--- src/hdl/stft_pkg.sv ---
// shared types and constants of the windowed stft engine
package stft_pkg;

   localparam int SAMPLE_BITS  = 16;
   localparam int WORK_BITS    = 24;
   localparam int CORDIC_STEPS = 16;
   localparam int CORDIC_XY_W  = 43;
   localparam int CORDIC_Z_W   = 27;
   localparam int ANGLE_W      = 25;
   localparam int HALF_TURN    = 16777216;
   localparam int CORDIC_GAIN  = 652032874;
   localparam int SQ_W         = 48;

   // register indexes of the configuration port
   localparam logic CSR_WINDOW_LENGTH = 1'b0;
   localparam logic CSR_HOP_LENGTH    = 1'b1;

   // request to the shared cordic unit
   typedef struct packed {
      logic                          start;
      logic                          vector_mode;
      logic signed [CORDIC_XY_W-1:0] x;
      logic signed [CORDIC_XY_W-1:0] y;
      logic signed [CORDIC_Z_W-1:0]  z;
   } cordic_req_type;

   // status and result of the cordic unit
   typedef struct packed {
      logic                          busy;
      logic                          done;
      logic signed [CORDIC_XY_W-1:0] x;
      logic signed [CORDIC_XY_W-1:0] y;
      logic signed [CORDIC_Z_W-1:0]  z;
   } cordic_rsp_type;

endpackage

--- src/hdl/stft_cordic.sv ---
// iterative cordic, rotation or vectoring mode, one step per cycle
module stft_cordic (
   input  logic                    clock,
   input  logic                    reset,
   input  stft_pkg::cordic_req_type req,
   output stft_pkg::cordic_rsp_type rsp
);
   import stft_pkg::*;

   logic signed [CORDIC_XY_W-1:0] x_ff, y_ff, x_in, y_in, xs, ys;
   logic signed [CORDIC_Z_W-1:0]  z_ff, z_in, at;
   logic [3:0]                    step_ff;
   logic                          mode_ff, busy_ff, done_ff, pos;

   // arctangent of 2^-i, 2^24 units per pi
   function automatic logic signed [CORDIC_Z_W-1:0] atan_unit(input logic [3:0] i);
      case (i)
         4'd0:    atan_unit = 27'sd4194304;
         4'd1:    atan_unit = 27'sd2476042;
         4'd2:    atan_unit = 27'sd1308273;
         4'd3:    atan_unit = 27'sd664100;
         4'd4:    atan_unit = 27'sd333339;
         4'd5:    atan_unit = 27'sd166832;
         4'd6:    atan_unit = 27'sd83436;
         4'd7:    atan_unit = 27'sd41721;
         4'd8:    atan_unit = 27'sd20861;
         4'd9:    atan_unit = 27'sd10430;
         4'd10:   atan_unit = 27'sd5215;
         4'd11:   atan_unit = 27'sd2608;
         4'd12:   atan_unit = 27'sd1304;
         4'd13:   atan_unit = 27'sd652;
         4'd14:   atan_unit = 27'sd326;
         default: atan_unit = 27'sd163;
      endcase
   endfunction

   // one micro-rotation
   always_comb begin
      pos = mode_ff ? y_ff[CORDIC_XY_W-1] : !z_ff[CORDIC_Z_W-1];
      xs  = x_ff >>> step_ff;
      ys  = y_ff >>> step_ff;
      at  = atan_unit(step_ff);
      x_in = pos ? x_ff - ys : x_ff + ys;
      y_in = pos ? y_ff + xs : y_ff - xs;
      z_in = pos ? z_ff - at : z_ff + at;
   end

   // step control
   always_ff @(posedge clock) begin
      if (reset) begin
         busy_ff <= 1'b0;
         done_ff <= 1'b0;
         step_ff <= '0;
      end else begin
         done_ff <= 1'b0;
         if (req.start) begin
            busy_ff <= 1'b1;
            step_ff <= '0;
         end else if (busy_ff) begin
            step_ff <= step_ff + 4'd1;
            if (step_ff == 4'(CORDIC_STEPS - 1)) begin
               busy_ff <= 1'b0;
               done_ff <= 1'b1;
            end
         end
      end
   end

   // datapath
   always_ff @(posedge clock) begin
      if (req.start) begin
         x_ff    <= req.x;
         y_ff    <= req.y;
         z_ff    <= req.z;
         mode_ff <= req.vector_mode;
      end else if (busy_ff) begin
         x_ff <= x_in;
         y_ff <= y_in;
         z_ff <= z_in;
      end
   end

   assign rsp.busy = busy_ff;
   assign rsp.done = done_ff;
   assign rsp.x    = x_ff;
   assign rsp.y    = y_ff;
   assign rsp.z    = z_ff;

endmodule

--- config.mk ---
export PLATFORM = sky130hd
export DESIGN_NAME = stft_cordic
export DESIGN_NICKNAME = d
export VERILOG_FILES = /design/src/hdl/stft_pkg.sv /design/src/hdl/stft_cordic.sv
export SDC_FILE = /design/constraint.sdc
export NUM_CORES = 1
export LEC_CHECK = 0
export BUFFER_PORTS_ARGS = -buffer_cell sky130_fd_sc_hd__buf_2
export CORE_MARGIN = 8
export CORE_UTILIZATION = 50
export DETAILED_ROUTE_END_ITERATION = 6
export HOLD_SLACK_MARGIN = 0.15
export PLACE_DENSITY = 0.74
export REMOVE_ABC_BUFFERS = 1
export SLEW_MARGIN = 10
export SYNTH_ARGS = -nofsm -noshare
export SYNTH_HDL_FRONTEND = slang
export SYNTH_SLANG_ARGS = --single-unit
--- constraint.sdc ---
create_clock -name clock -period 11.25 [get_ports clock]
set_input_delay 0.5625 -clock clock [delete_from_list [all_inputs] [get_ports clock]]
set_output_delay 0.5625 -clock clock [all_outputs]
set_load 0.005 [all_outputs]
==> out/qor.log <==
[outcome] run status finished clean
[die] placement row count 71
[finish] ratio of cells with drive above 1 in the final layout 18.8%
[cts] Clock Pin Slew Worst Setup and Hold Paths 80 ps
[critical_path] Setup crit start kind register
[critical_path] CP delay by family, top compound AO/OA/AOI/OAI gates
[die] Initial Utilization 50.7%
[synth] ys async rst share 0%
[timing] total count of hold-check failures in the final report 0
[synth] main area contributors after synthesis sky130_fd_sc_hd__edfxtp_1 18%, sky130_fd_sc_hd__mux4_2 8.7%, sky130_fd_sc_hd__ha_1 8.5%, sky130_fd_sc_hd__nand2_1 5.9%, sky130_fd_sc_hd__mux2i_1 5.3%
[timing] Period Utilization, post-route 69.5%
[synth] gate count after technology mapping 2,254
[place] # port buffers 231
[die] Die Y 211 um
[cts] Root Buffer sky130_fd_sc_hd__clkbuf_16
[critical_path] biggest fanout along the worst timing path 92
[cts] Worst-Skew Late Latency 480 ps
[cts] clk sinks 143
[critical_path] Critical Path AT 8140 ps
[synth] post-synthesis area per instance 8.45 um^2
[cts] H-tree Lvls 4
[critical_path] depth of the worst register-to-register path 20
[detailed_routing] number of DRC markers after the initial detailed-route iteration 1,646
[timing] post-layout worst setup margin 3440 ps
[timing] Setup Skew 26.0 ps
[critical_path] Max stage delay on crit path 990 ps
[timing] transition time at the pin with the least slew margin 1170 ps
[global_route] largest net degree at the start of global routing 93
[global_route] number of antenna violations at the first check in global routing 0
[synth] commonest cells in the synthesized netlist 300 x sky130_fd_sc_hd__nand2_1, 188 x sky130_fd_sc_hd__o21ai_0, 184 x sky130_fd_sc_hd__a21oi_1
[finish] number of fillers in the final layout 3,493
[place] Detailed Place HPWL 48,800 um
[timing] Max Freq 128 MHz
[critical_path] required time reported for the critical path endpoint 11,570 ps
[synth] top_reg_cell synth sky130_fd_sc_hd__edfxtp_1
[detailed_routing] Antenna Nets Post-Route 0
[worst_hold_path] number of instances on the worst hold path 2
[finish] signed area change from the synthesized netlist to the final layout 10.3%
[detailed_routing] DRC viols 0
[synth] Yosys warnings 0
[timing] final-report max-slew violation count 0
[detailed_routing] final WL 63,600 um
[synth] Netlist Area Pre-Place 0.0190 mm^2
[global_route] number of global-route vias before repair 18,037
[cts] post-CTS setup buffers 0
[detailed_routing] number of vias per cell after detailed routing 6.30
[synth] flip-flop and latch count after synthesis 143
[finish] Core Util, Final 55.9%
[place] final weighted congestion in routability-driven placement 0.952
[synth] part of the Yosys area used for sequential elements 21.0%
[critical_path] sequence of cells on the critical path buf_4, mux4_2, mux2i_1, o221a_2, o211a_1, nand4_1, nor3b_1, and3_1, a21oi_1, xnor2_1, ha_1, and3_1, nand2_1, a2111oi_0, o21ai_0, o211ai_1, nand3_1, a41o_1, a211o_1, nand3_1
[global_route] leftover overflow at the end of global routing 0
[worst_hold_path] worst hold path type input pin to register
[critical_path] endpoint type of the worst setup path register
[timing] RSZ-0062 raised after global routing no
[place] pre-CTS setup slack 3650 ps
[critical_path] number of buffer and inverter instances along the worst setup path 1
[cts] clock tree from TritonCTS built
[job] max-cap violations 0
[synth] number of synthesized flops with an enable pin 114
[timing] setup TNS 0 ps
[global_route] first-pass GRT wire length 100,000 um
[detailed_routing] Avg WL per Cell 21.7 um
[timing] number of endpoints failing setup at the final stage 0
[detailed_routing] detailed-route via count 18,430
[cts] Hold Buf Count CTS 0
[detailed_routing] 1st-pass router iterations 5
[critical_path] cell depth of the worst setup path 20
[die] Placeable Area 0.0376 mm^2
[cts] post-cts gate resize count 0
[cts] clock buffers created by TritonCTS 17
[timing] minimum period implied by the final worst setup slack 7810 ps
[global_route] GRT Total Usage 27.9%
[die] Die Outline Area 0.0446 mm^2
[synth] most area-hungry cell type in the Yosys netlist sky130_fd_sc_hd__edfxtp_1
[synth] Synth top area share 18.0%
[place] post-placement cell count 2,893
[finish] antenna diode instance count 0
[die] chip width 211 um
[timing] Slew HR 21.8%
[cts] maximum number of buffers from clock root to sink 2
[critical_path] category of the most critical setup path register to register
[synth] dominant cell by count in the synthesized netlist sky130_fd_sc_hd__nand2_1
[finish] Final Net Count 2,650
[die] count of pins on the block boundary 232
[critical_path] slowest stage cell on the critical path sky130_fd_sc_hd__buf_4
[finish] count of placed standard cells in the final layout, fillers left out 2,925
[synth] number of different library cells in the post-synthesis netlist 97
sequential cells by signal, summed over array words and instances (netlist names):
register,flops
busy_ff,1
at,23
done_ff,1
mode_ff,1
step_ff,4
y_ff,43
z_ff,27
x_ff,43
path summary, 6_finish.rpt:
path                    to        from  slack, ps
setup reg to reg  x_ff[42]  step_ff[1]       3440
hold reg to reg    busy_ff     busy_ff        720
setup / recovery  x_ff[42]  step_ff[1]       3440
hold / removal     busy_ff       reset        270
cell families (layout without fill, tap and decap cells):
| group | count (synthesis) | after routing | share of synthesized area [%] |
|---|---|---|---|
| muxes | 233 | 233 | 17.7 |
| and+or+nand+nor | 685 | 685 | 16.5 |
| buffers and inverters | 195 | 355 | 4.64 |
| adders and majority gates | 132 | 132 | 8.79 |
| xor gates and xnor gates | 190 | 190 | 8.74 |
| AOI/OAI and AO/OA | 676 | 676 | 22.6 |
| DFF | 143 | 143 | 21.0 |
through the flow:
stage / hold slack [ps] / cell area (um^2)
after floorplan: 598 / 18400
after global placement: 710 / 20400
after detailed placement: 697 / 20400
after CTS: 261 / 21000
after global routing: 272 / 21000
final: 275 / 21000
worst register-to-register path, stage by stage, from the launching register on:
cell	delay, ps
sky130_fd_sc_hd__dfxtp_4	840
sky130_fd_sc_hd__buf_4	1040
sky130_fd_sc_hd__mux4_2	470
sky130_fd_sc_hd__mux2i_1	320
sky130_fd_sc_hd__o221a_2	320
sky130_fd_sc_hd__o211a_1	270
sky130_fd_sc_hd__nand4_1	240
sky130_fd_sc_hd__nor3b_1	360
sky130_fd_sc_hd__and3_1	250
sky130_fd_sc_hd__a21oi_1	80
sky130_fd_sc_hd__xnor2_1	160
sky130_fd_sc_hd__ha_1	400
sky130_fd_sc_hd__and3_1	260
sky130_fd_sc_hd__nand2_1	120
sky130_fd_sc_hd__a2111oi_0	840
sky130_fd_sc_hd__o21ai_0	380
sky130_fd_sc_hd__o211ai_1	460
sky130_fd_sc_hd__nand3_1	200
sky130_fd_sc_hd__a41o_1	310
sky130_fd_sc_hd__a211o_1	300
sky130_fd_sc_hd__nand3_1	80
cells in the final DEF (no fill, tap or decap), drive strengths merged, types with 20 or more instances in the layout:
cell type    n
a21o        50
a21oi      184
a31oi       26
buf        250
dfxtp       29
edfxtp     114
ha         129
inv         80
mux2        54
mux2i      102
mux4        77
nand2      301
nand2b      25
nand3       41
nand4       20
nor2       157
nor3        40
o211ai      20
o21ai      192
o31ai       23
xnor2      109
xor2        81
metal layers:
| layer | vias up | track usage, % | part of all wire [%] |
|---|---|---|---|
| met5 | - | 0 | 0 |
| met4 | 0 | 10.8 | 3.3 |
| met3 | 118 | 4.32 | 6.9 |
| met2 | 748 | 46.1 | 47 |
| met1 | 8851 | 36.4 | 43 |
| li1 | 8713 | - | - |
layout make-up:
cell class              count  area [um^2]  area share, %
inverters                  73          274           1.30
clock inverters            14          141          0.673
clock buffers              18          450           2.14
multi-input cells        1916        14200           67.5
flip-flops and latches    143         4010           19.1
well taps                 511          639           3.04
repair buffers            250         1310           6.21
Power is left out: the tool's default activity adds up to more than one toggle a clock period on the data nets, which glitch-free logic cannot reach.
