$ cat config.mk
export PLATFORM = sky130hd
export DESIGN_NAME = stft_ram
export DESIGN_NICKNAME = d
export VERILOG_FILES = /design/src/hdl/stft_ram.sv
export SDC_FILE = /design/constraint.sdc
export NUM_CORES = 1
export LEC_CHECK = 0
export ABC_AREA = 1
export BUFFER_PORTS_ARGS = -buffer_cell sky130_fd_sc_hd__buf_4
export CORE_UTILIZATION = 55
export DETAILED_ROUTE_END_ITERATION = 6
export PLACE_DENSITY_LB_ADDON = 0.08
export SLEW_MARGIN = 20
export SYNTH_ARGS = -nofsm -noshare
export SYNTH_HDL_FRONTEND = slang
export SYNTH_SLANG_ARGS = --single-unit
$ cat constraint.sdc
create_clock -name clock -period 5.14 [get_ports clock]
set_input_delay 0.514 -clock clock [delete_from_list [all_inputs] [get_ports clock]]
set_output_delay 0.514 -clock clock [all_outputs]
set_load 0.01 [all_outputs]
$ cat src/hdl/stft_ram.sv
// generic single-write single-read ram with registered read data
module stft_ram #(
   parameter int WIDTH = 16,
   parameter int DEPTH = 64
) (
   input  logic                     clock,
   input  logic                     wr_en,
   input  logic [$clog2(DEPTH)-1:0] wr_addr,
   input  logic [WIDTH-1:0]         wr_data,
   input  logic                     rd_en,
   input  logic [$clog2(DEPTH)-1:0] rd_addr,
   output logic [WIDTH-1:0]         rd_data
);

   logic [WIDTH-1:0] mem_ff [DEPTH];
   logic [WIDTH-1:0] rd_data_ff;

   // write port and registered read port
   always_ff @(posedge clock) begin
      if (wr_en) begin
         mem_ff[wr_addr] <= wr_data;
      end
      if (rd_en) begin
         rd_data_ff <= mem_ff[rd_addr];
      end
   end

   assign rd_data = rd_data_ff;

endmodule

==> results of run 1 <==
-- worst max path at each step --
stage | from | to | slack [ns]
global placement | rd_addr[0] | rd_data[10] | 1.60
finish | rd_addr[0] | rd_data[10] | 2.20
CTS | rd_addr[0] | rd_data[10] | 2.24
detailed placement | rd_addr[0] | rd_data[10] | 1.55
global route | rd_addr[0] | rd_data[10] | 1.99
floorplan | wr_en | mem_ff[48][0] | 2.07
-- cells by family after synthesis --
| kind of cell | Yosys count | share of synthesized area |
|---|---|---|
| AND/OR/NAND/NOR | 2240 | 0.226 |
| flip-flops | 1040 | 0.739 |
| buffers and inverters | 237 | 0.0352 |
-- critical path: stages --
cell     delay [ns]
buf_8          0.27
inv_16         0.58
buf_4          0.92
nand2_1        0.10
nand3_1        0.11
nand3_1        0.10
nand2_1        0.14
nand2_1        0.09
nand3_1        0.15
nand3_1        0.18
nand2_1        0.13
-- cells in the final DEF (no fill, tap or decap), drive strengths merged --
cell type	n
nand4	9
inv	13
nand3	871
buf	132
clkinv	52
clkbuf	127
diode	1
bufinv	11
nor4	8
edfxtp	1040
clkinvlp	3
nand2	1296
nor2	56
-- registers in the layout (all words and copies together) (netlist names) --
signal	cells
mem_ff	1024
rd_data	16
-- final cells by class --
type | count | area, sq um | area share
flip-flops and latches | 1040 | 31200 | 0.669
multi-input cells | 2240 | 9590 | 0.205
clock buffers | 127 | 2840 | 0.0608
well taps | 1030 | 1290 | 0.0276
repair buffers | 132 | 1090 | 0.0234
clock inverters | 67 | 594 | 0.0127
inverters | 12 | 72.6 | 0.00155
diodes | 1 | 2.50 | 0.0000536
-- layer usage --
layer / vias to the layer above / wire length [microns]
met3: 210 / 9980
li1: 12437 / -
met4: 6 / 3400
met1: 13371 / 46500
met2: 1245 / 52500
met5: - / 48
-- per-stage QoR --
step                      instances  power (uW)
final                          4649       18100
after global routing           4649       18600
after CTS                      4648       18200
after detailed placement       4454       10700
after global placement         4454       10700
after floorplan                3517       10200
-- where the power goes --
part | internal (uW) | leakage, uW | total, uW | switching, uW
registers | 9410 | 0.00937 | 9440 | 27.6
logic | 253 | 0.00574 | 1080 | 831
clock network | 4460 | 0.00169 | 7620 | 3160
total | 14100 | 0.0168 | 18100 | 4020
==> results_dict.tcl, run 1 <==
set metrics [dict create \
    status "finished, final reports clean" \
    synth_commonest_cells "1296 x nand2_1, 1040 x edfxtp_1, 871 x nand3_1, 113 x buf_2, 56 x nor2_1" \
    rows 101 \
    ys_seq_area_frac 0.739 \
    async_flop_share 0 \
    criticalPathCategory "input pin to flop" \
    fillCellCount 5968 \
    synthTopCellsByArea "edfxtp_1 74%, nand2_1 12%, nand3_1 10%, buf_2 1.3%, buf_6 1.3%" \
    timing.final.hold_violations 0 \
    holdPathEnd "rd_data[2]" \
    grt_max_degree 198 \
    hold_depth 1 \
    dieArea_sq_um 77900 \
    maxCapViolations 0 \
    drive_gt1_frac 0.0813 \
    syn_nets 3548 \
    clock_skew_ns 0.0189 \
    synthesis.area_sq_um 42300 \
    syn_inst 3517 \
    fin_ws_ns 2.20 \
    grt_overflow 0 \
    finalSetupViolCount 0 \
    postLayoutCellArea_sq_um 46700 \
    hold_path_class "input pin to flop" \
    r2r_slack_ns 3.24 \
    clock-sinks 1040 \
    synth_area_leader_cell "edfxtp_1" \
    htreeDepth 3 \
    slew-limit-headroom 0.292 \
    grt_pass1_wl_microns 167000 \
    endpoint_kind "flop" \
    cts-root-buf "clkbuf_16" \
    hold_ws_ns 0.272 \
    r2r_start "mem_ff[5][0]" \
    ir_worst_vdd_mv 0.285 \
    synth-edff-count 1040 \
    p_per_area_nw_per_um2 388 \
    ff2ff_path_depth 8 \
    max_freq_mhz 340 \
    drt_first_pass_iters 6 \
    min_period_ns 2.94 \
    grt_util_met1 0.410 \
    area_growth_pct 10.5 \
    arrival_ns 3.46 \
    worstPathRequired_ns 5.66 \
    synth_ff_type "edfxtp_1" \
    cts_tree "built" \
    grt_pass1_vias 26065 \
    setup_tns_ns 0 \
    synth_top_area_share 0.739 \
    core_sq_um 75900 \
    wl_per_cell_microns 24.2 \
    antenna_found_initial 4 \
    fin_crit_sh 0.573 \
    avgViaCountPerCell 5.87 \
    synth-seq-cells 1040 \
    dpl_cell_area_sq_um 43300 \
    io_pins 47 \
    final_antenna_net_count 0 \
    ctsHoldBuffers 0 \
    grtUsageMet2 0.453 \
    die_h_microns 279 \
    hpwlAfterDp_microns 59800 \
    worst_pin_slew_ns 1.06 \
    die_x_microns 279 \
    start_kind "input pin" \
    drc 0 \
    cts_max_path_buffers 3 \
    synth_cell_type_count 15 \
    p_leak_uw 0.0168 \
    vias 27269 \
    path_max_fanout 197 \
    post-synth-top-count-cell "nand2_1" \
    wirelength_microns 112000 \
    place_ws_ns 1.55 \
    gp_congestion 0.824 \
    drv_slew 0 \
    start_util 0.556 \
    clock_latency_ns 0.66 \
    timing.rr.end "rd_data[0]" \
    cts_buffers 106 \
    postLayoutCoreUtil 0.615 \
    syn_area_per_cell_sq_um 12.0 \
    cts_resized 0 \
    grt.busiest_layer "met2" \
    port_buffers 46 \
    cts_setup_buffers 0 \
    yosys_warnings 0 \
    clkSlewWorstSetupHoldPaths_ns 0.06 \
    grt_util_met3 0.0599 \
    grt_usage 0.290 \
    initialDrtViolationCount 3114 \
    fin_nets 3563 \
    rsz0062_at_grt "no" \
    hold_start "rd_en" \
]
Note: power is estimated with default switching activity, not from simulation.
==> inputs of run 2 (changes only) <==
--- a/config.mk
+++ b/config.mk
@@ -5,7 +5,7 @@
 export SDC_FILE = /design/constraint.sdc
 export NUM_CORES = 1
 export LEC_CHECK = 0
-export ABC_AREA = 1
+export ABC_AREA = 0
 export BUFFER_PORTS_ARGS = -buffer_cell sky130_fd_sc_hd__buf_4
 export CORE_UTILIZATION = 55
 export DETAILED_ROUTE_END_ITERATION = 6
==> constraint.sdc (replaced) <==
create_clock -name clock -period 2.6 [get_ports clock]
set_input_delay 0.26 -clock clock [delete_from_list [all_inputs] [get_ports clock]]
set_output_delay 0.26 -clock clock [all_outputs]
set_load 0.01 [all_outputs]
==> run 2 against run 1 <==
  * Global-route usage decreased by 2.5 points
  * Synthesized area decreased by 4.9%
  * Wire length decreased by 15%
  * Critical path depth decreased by 6
  * Hold slack got worse by 0.083 ns
  * Clock power increased by 94%
  * Worst setup slack got worse by 1.9 ns
  * Via count decreased by 28%
  * Critical path type is now flop to flop
  * Largest cell class unchanged
  * Highest routed layer unchanged
==> results_dict.tcl, run 2 <==
set metrics [dict create \
    cts_resized 0 \
    max_freq_mhz 442 \
    timing.final.hold_violations 0 \
    start_kind "flop" \
    grt_max_degree 65 \
    final_cell_mix "1040 x edfxtp_1, 233 x buf_4, 220 x mux4_2, 106 x clkbuf_16, 85 x mux2i_1" \
    dieArea_sq_um 74200 \
    post-synth-top-count-cell "edfxtp_1" \
    clock_latency_ns 0.66 \
    r2r_slack_ns 0.34 \
    die_x_microns 272 \
    synth_top_area_share 0.777 \
    rows 98 \
    vias 19706 \
    fin_crit_sh 0.870 \
    die_h_microns 272 \
    hold_ws_ns 0.189 \
    timing.rr.end "rd_data[12]" \
    arrival_ns 2.66 \
    hold_path_class "input pin to flop" \
    worstPathRequired_ns 3.00 \
    clkSlewWorstSetupHoldPaths_ns 0.06 \
    min_period_ns 2.26 \
    synthTopCellsByArea "edfxtp_1 78%, mux4_2 12%, mux2i_1 2.1%, mux2_2 0.76%, a22oi_1 0.73%" \
    p_leak_uw 0.0150 \
    dpl_cell_area_sq_um 42800 \
    hold_depth 1 \
    cts_tree "built" \
    syn_area_per_cell_sq_um 22.0 \
    synth_xor_area_frac 0 \
    criticalPathCategory "flop to flop" \
    core_sq_um 71900 \
    ir_worst_vdd_mv 0.620 \
    wirelength_microns 96000 \
    grt_pass1_wl_microns 139000 \
    io_pins 47 \
    area_growth_pct 15.0 \
    path_max_fanout 2 \
    cts-root-buf "clkbuf_16" \
    drive_gt1_frac 0.304 \
    rsz0062_at_grt "no" \
    largest_reg_flops 1024 \
    synth-adder-area-share 0 \
    synth_cell_type_count 42 \
    syn_inst 1829 \
    maxCapViolations 0 \
    ys_seq_area_frac 0.777 \
    fin_nets 2116 \
    crit_end "rd_data[12]" \
    port_buffers 46 \
    cts_max_path_buffers 3 \
    grt_usage 0.265 \
    initialDrtViolationCount 2251 \
    synth_ff_type "edfxtp_1" \
    wl_per_cell_microns 30.7 \
    clock-sinks 1040 \
    synth_compound_area_frac 0.0240 \
    place_ws_ns -0.110 \
    synth_top_family_by_area "multiplexers" \
    worst_pin_slew_ns 0.841 \
    yosys_warnings 0 \
    cts_setup_buffers 0 \
    start_util 0.560 \
    slew-limit-headroom 0.439 \
    final_antenna_net_count 0 \
    grt_overflow 0 \
    postLayoutCellArea_sq_um 46200 \
    synth-edff-count 1040 \
    grt_pass1_vias 19729 \
    synthesis.area_sq_um 40200 \
    syn_nets 1860 \
    endpoint_kind "flop" \
    gp_congestion 0.847 \
    layout_commonest_cell "edfxtp_1" \
    largest-register "mem_ff" \
    synth-simple-area-share 0.0264 \
    htreeDepth 3 \
    avgViaCountPerCell 6.31 \
    synth-seq-cells 1040 \
    fin_ws_ns 0.338 \
    drt_first_pass_iters 5 \
    antenna_found_initial 3 \
    status "finished, final reports clean" \
    drv_slew 0 \
    synth_mux_area_frac 0.155 \
    drc 0 \
    hpwlAfterDp_microns 58300 \
    synth_area_leader_cell "edfxtp_1" \
    ctsHoldBuffers 1 \
    r2r_start "mem_ff[23][12]" \
    synth_commonest_cells "1040 x edfxtp_1, 220 x mux4_2, 85 x mux2i_1, 72 x nor2_1, 59 x nand2_1" \
    clock_skew_ns 0.0259 \
    cts_buffers 102 \
    ff2ff_path_depth 5 \
    p_per_area_nw_per_um2 764 \
    finalSetupViolCount 0 \
    async_flop_share 0 \
    crit_start "mem_ff[23][12]" \
]
==> run 2: changes by cell type after synthesis, sizes merged, moves of 39 or more <==
cell	before	now
nand3	871	24
buf	199	77
mux2i	0	85
mux4	0	224
nand2	1296	60
a22oi	0	39
==> run 2: worst max-delay path, cell delays in order (launching register included) <==
cell,delay [ns]
edfxtp_1,0.36
mux4_2,0.47
mux2_2,0.28
nand2_1,0.14
nand4_1,0.40
and4_1,0.35
==> run 2: cell type report <==
type / instances / area (sq um)
timing repair buffer: 256 / 2180
tap: 950 / 1190
multi-input combinational: 685 / 8250
clock buffer: 123 / 2720
clock inverter: 68 / 657
sequential: 1040 / 31200
antenna: 1 / 2.50
fill: 4824 / 25600
==> run 2: per-layer routing <==
| layer | share of wire | GRT usage | vias to the layer above |
|---|---|---|---|
| met5 | 0.00014 | 0 | - |
| met4 | 0.020 | 0.0708 | 2 |
| met3 | 0.073 | 0.0354 | 120 |
| met2 | 0.49 | 0.419 | 866 |
| met1 | 0.42 | 0.395 | 10503 |
| li1 | - | - | 8215 |
==> run 2: per-stage QoR <==
stage               cells  TNS, ns   util  total power [uW]
floorplan            1829        0      -             20000
global placement     2930   -0.382  0.596             20900
detailed placement   2930   -0.283  0.596             20900
CTS                  3122        0  0.643             35500
global route         3122        0  0.643             36200
finish               3123        0  0.643             35300
==> run 2: report_power, final <==
part / leakage, uW / switching [uW] / internal [uW] / total [uW]
logic: 0.00397 / 1130 / 746 / 1880
clock network: 0.00167 / 6050 / 8710 / 14800
registers: 0.00937 / 55.3 / 18600 / 18700
total: 0.0150 / 7240 / 28100 / 35300
==> run 2: worst min-delay path by stage <==
stage,from,endpoint,slack [ns]
3_3_place_gp,rd_en,rd_data[13],0.70
5_1_grt,wr_data[6],mem_ff[54][6],0.20
6_report,wr_data[5],mem_ff[22][5],0.19
3_5_place_dp,rd_en,rd_data[12],0.70
4_1_cts,wr_data[15],mem_ff[59][15],0.17
2_1_floorplan,wr_data[0],mem_ff[0][0],0.36
==> run 2: cells by family (layout without fill, tap and decap cells) <==
group,Yosys count,count (layout)
mux,336,336
simple gates,220,220
compound gates,129,129
buf+inv,104,447
other cells,0,1
flops,1040,1040
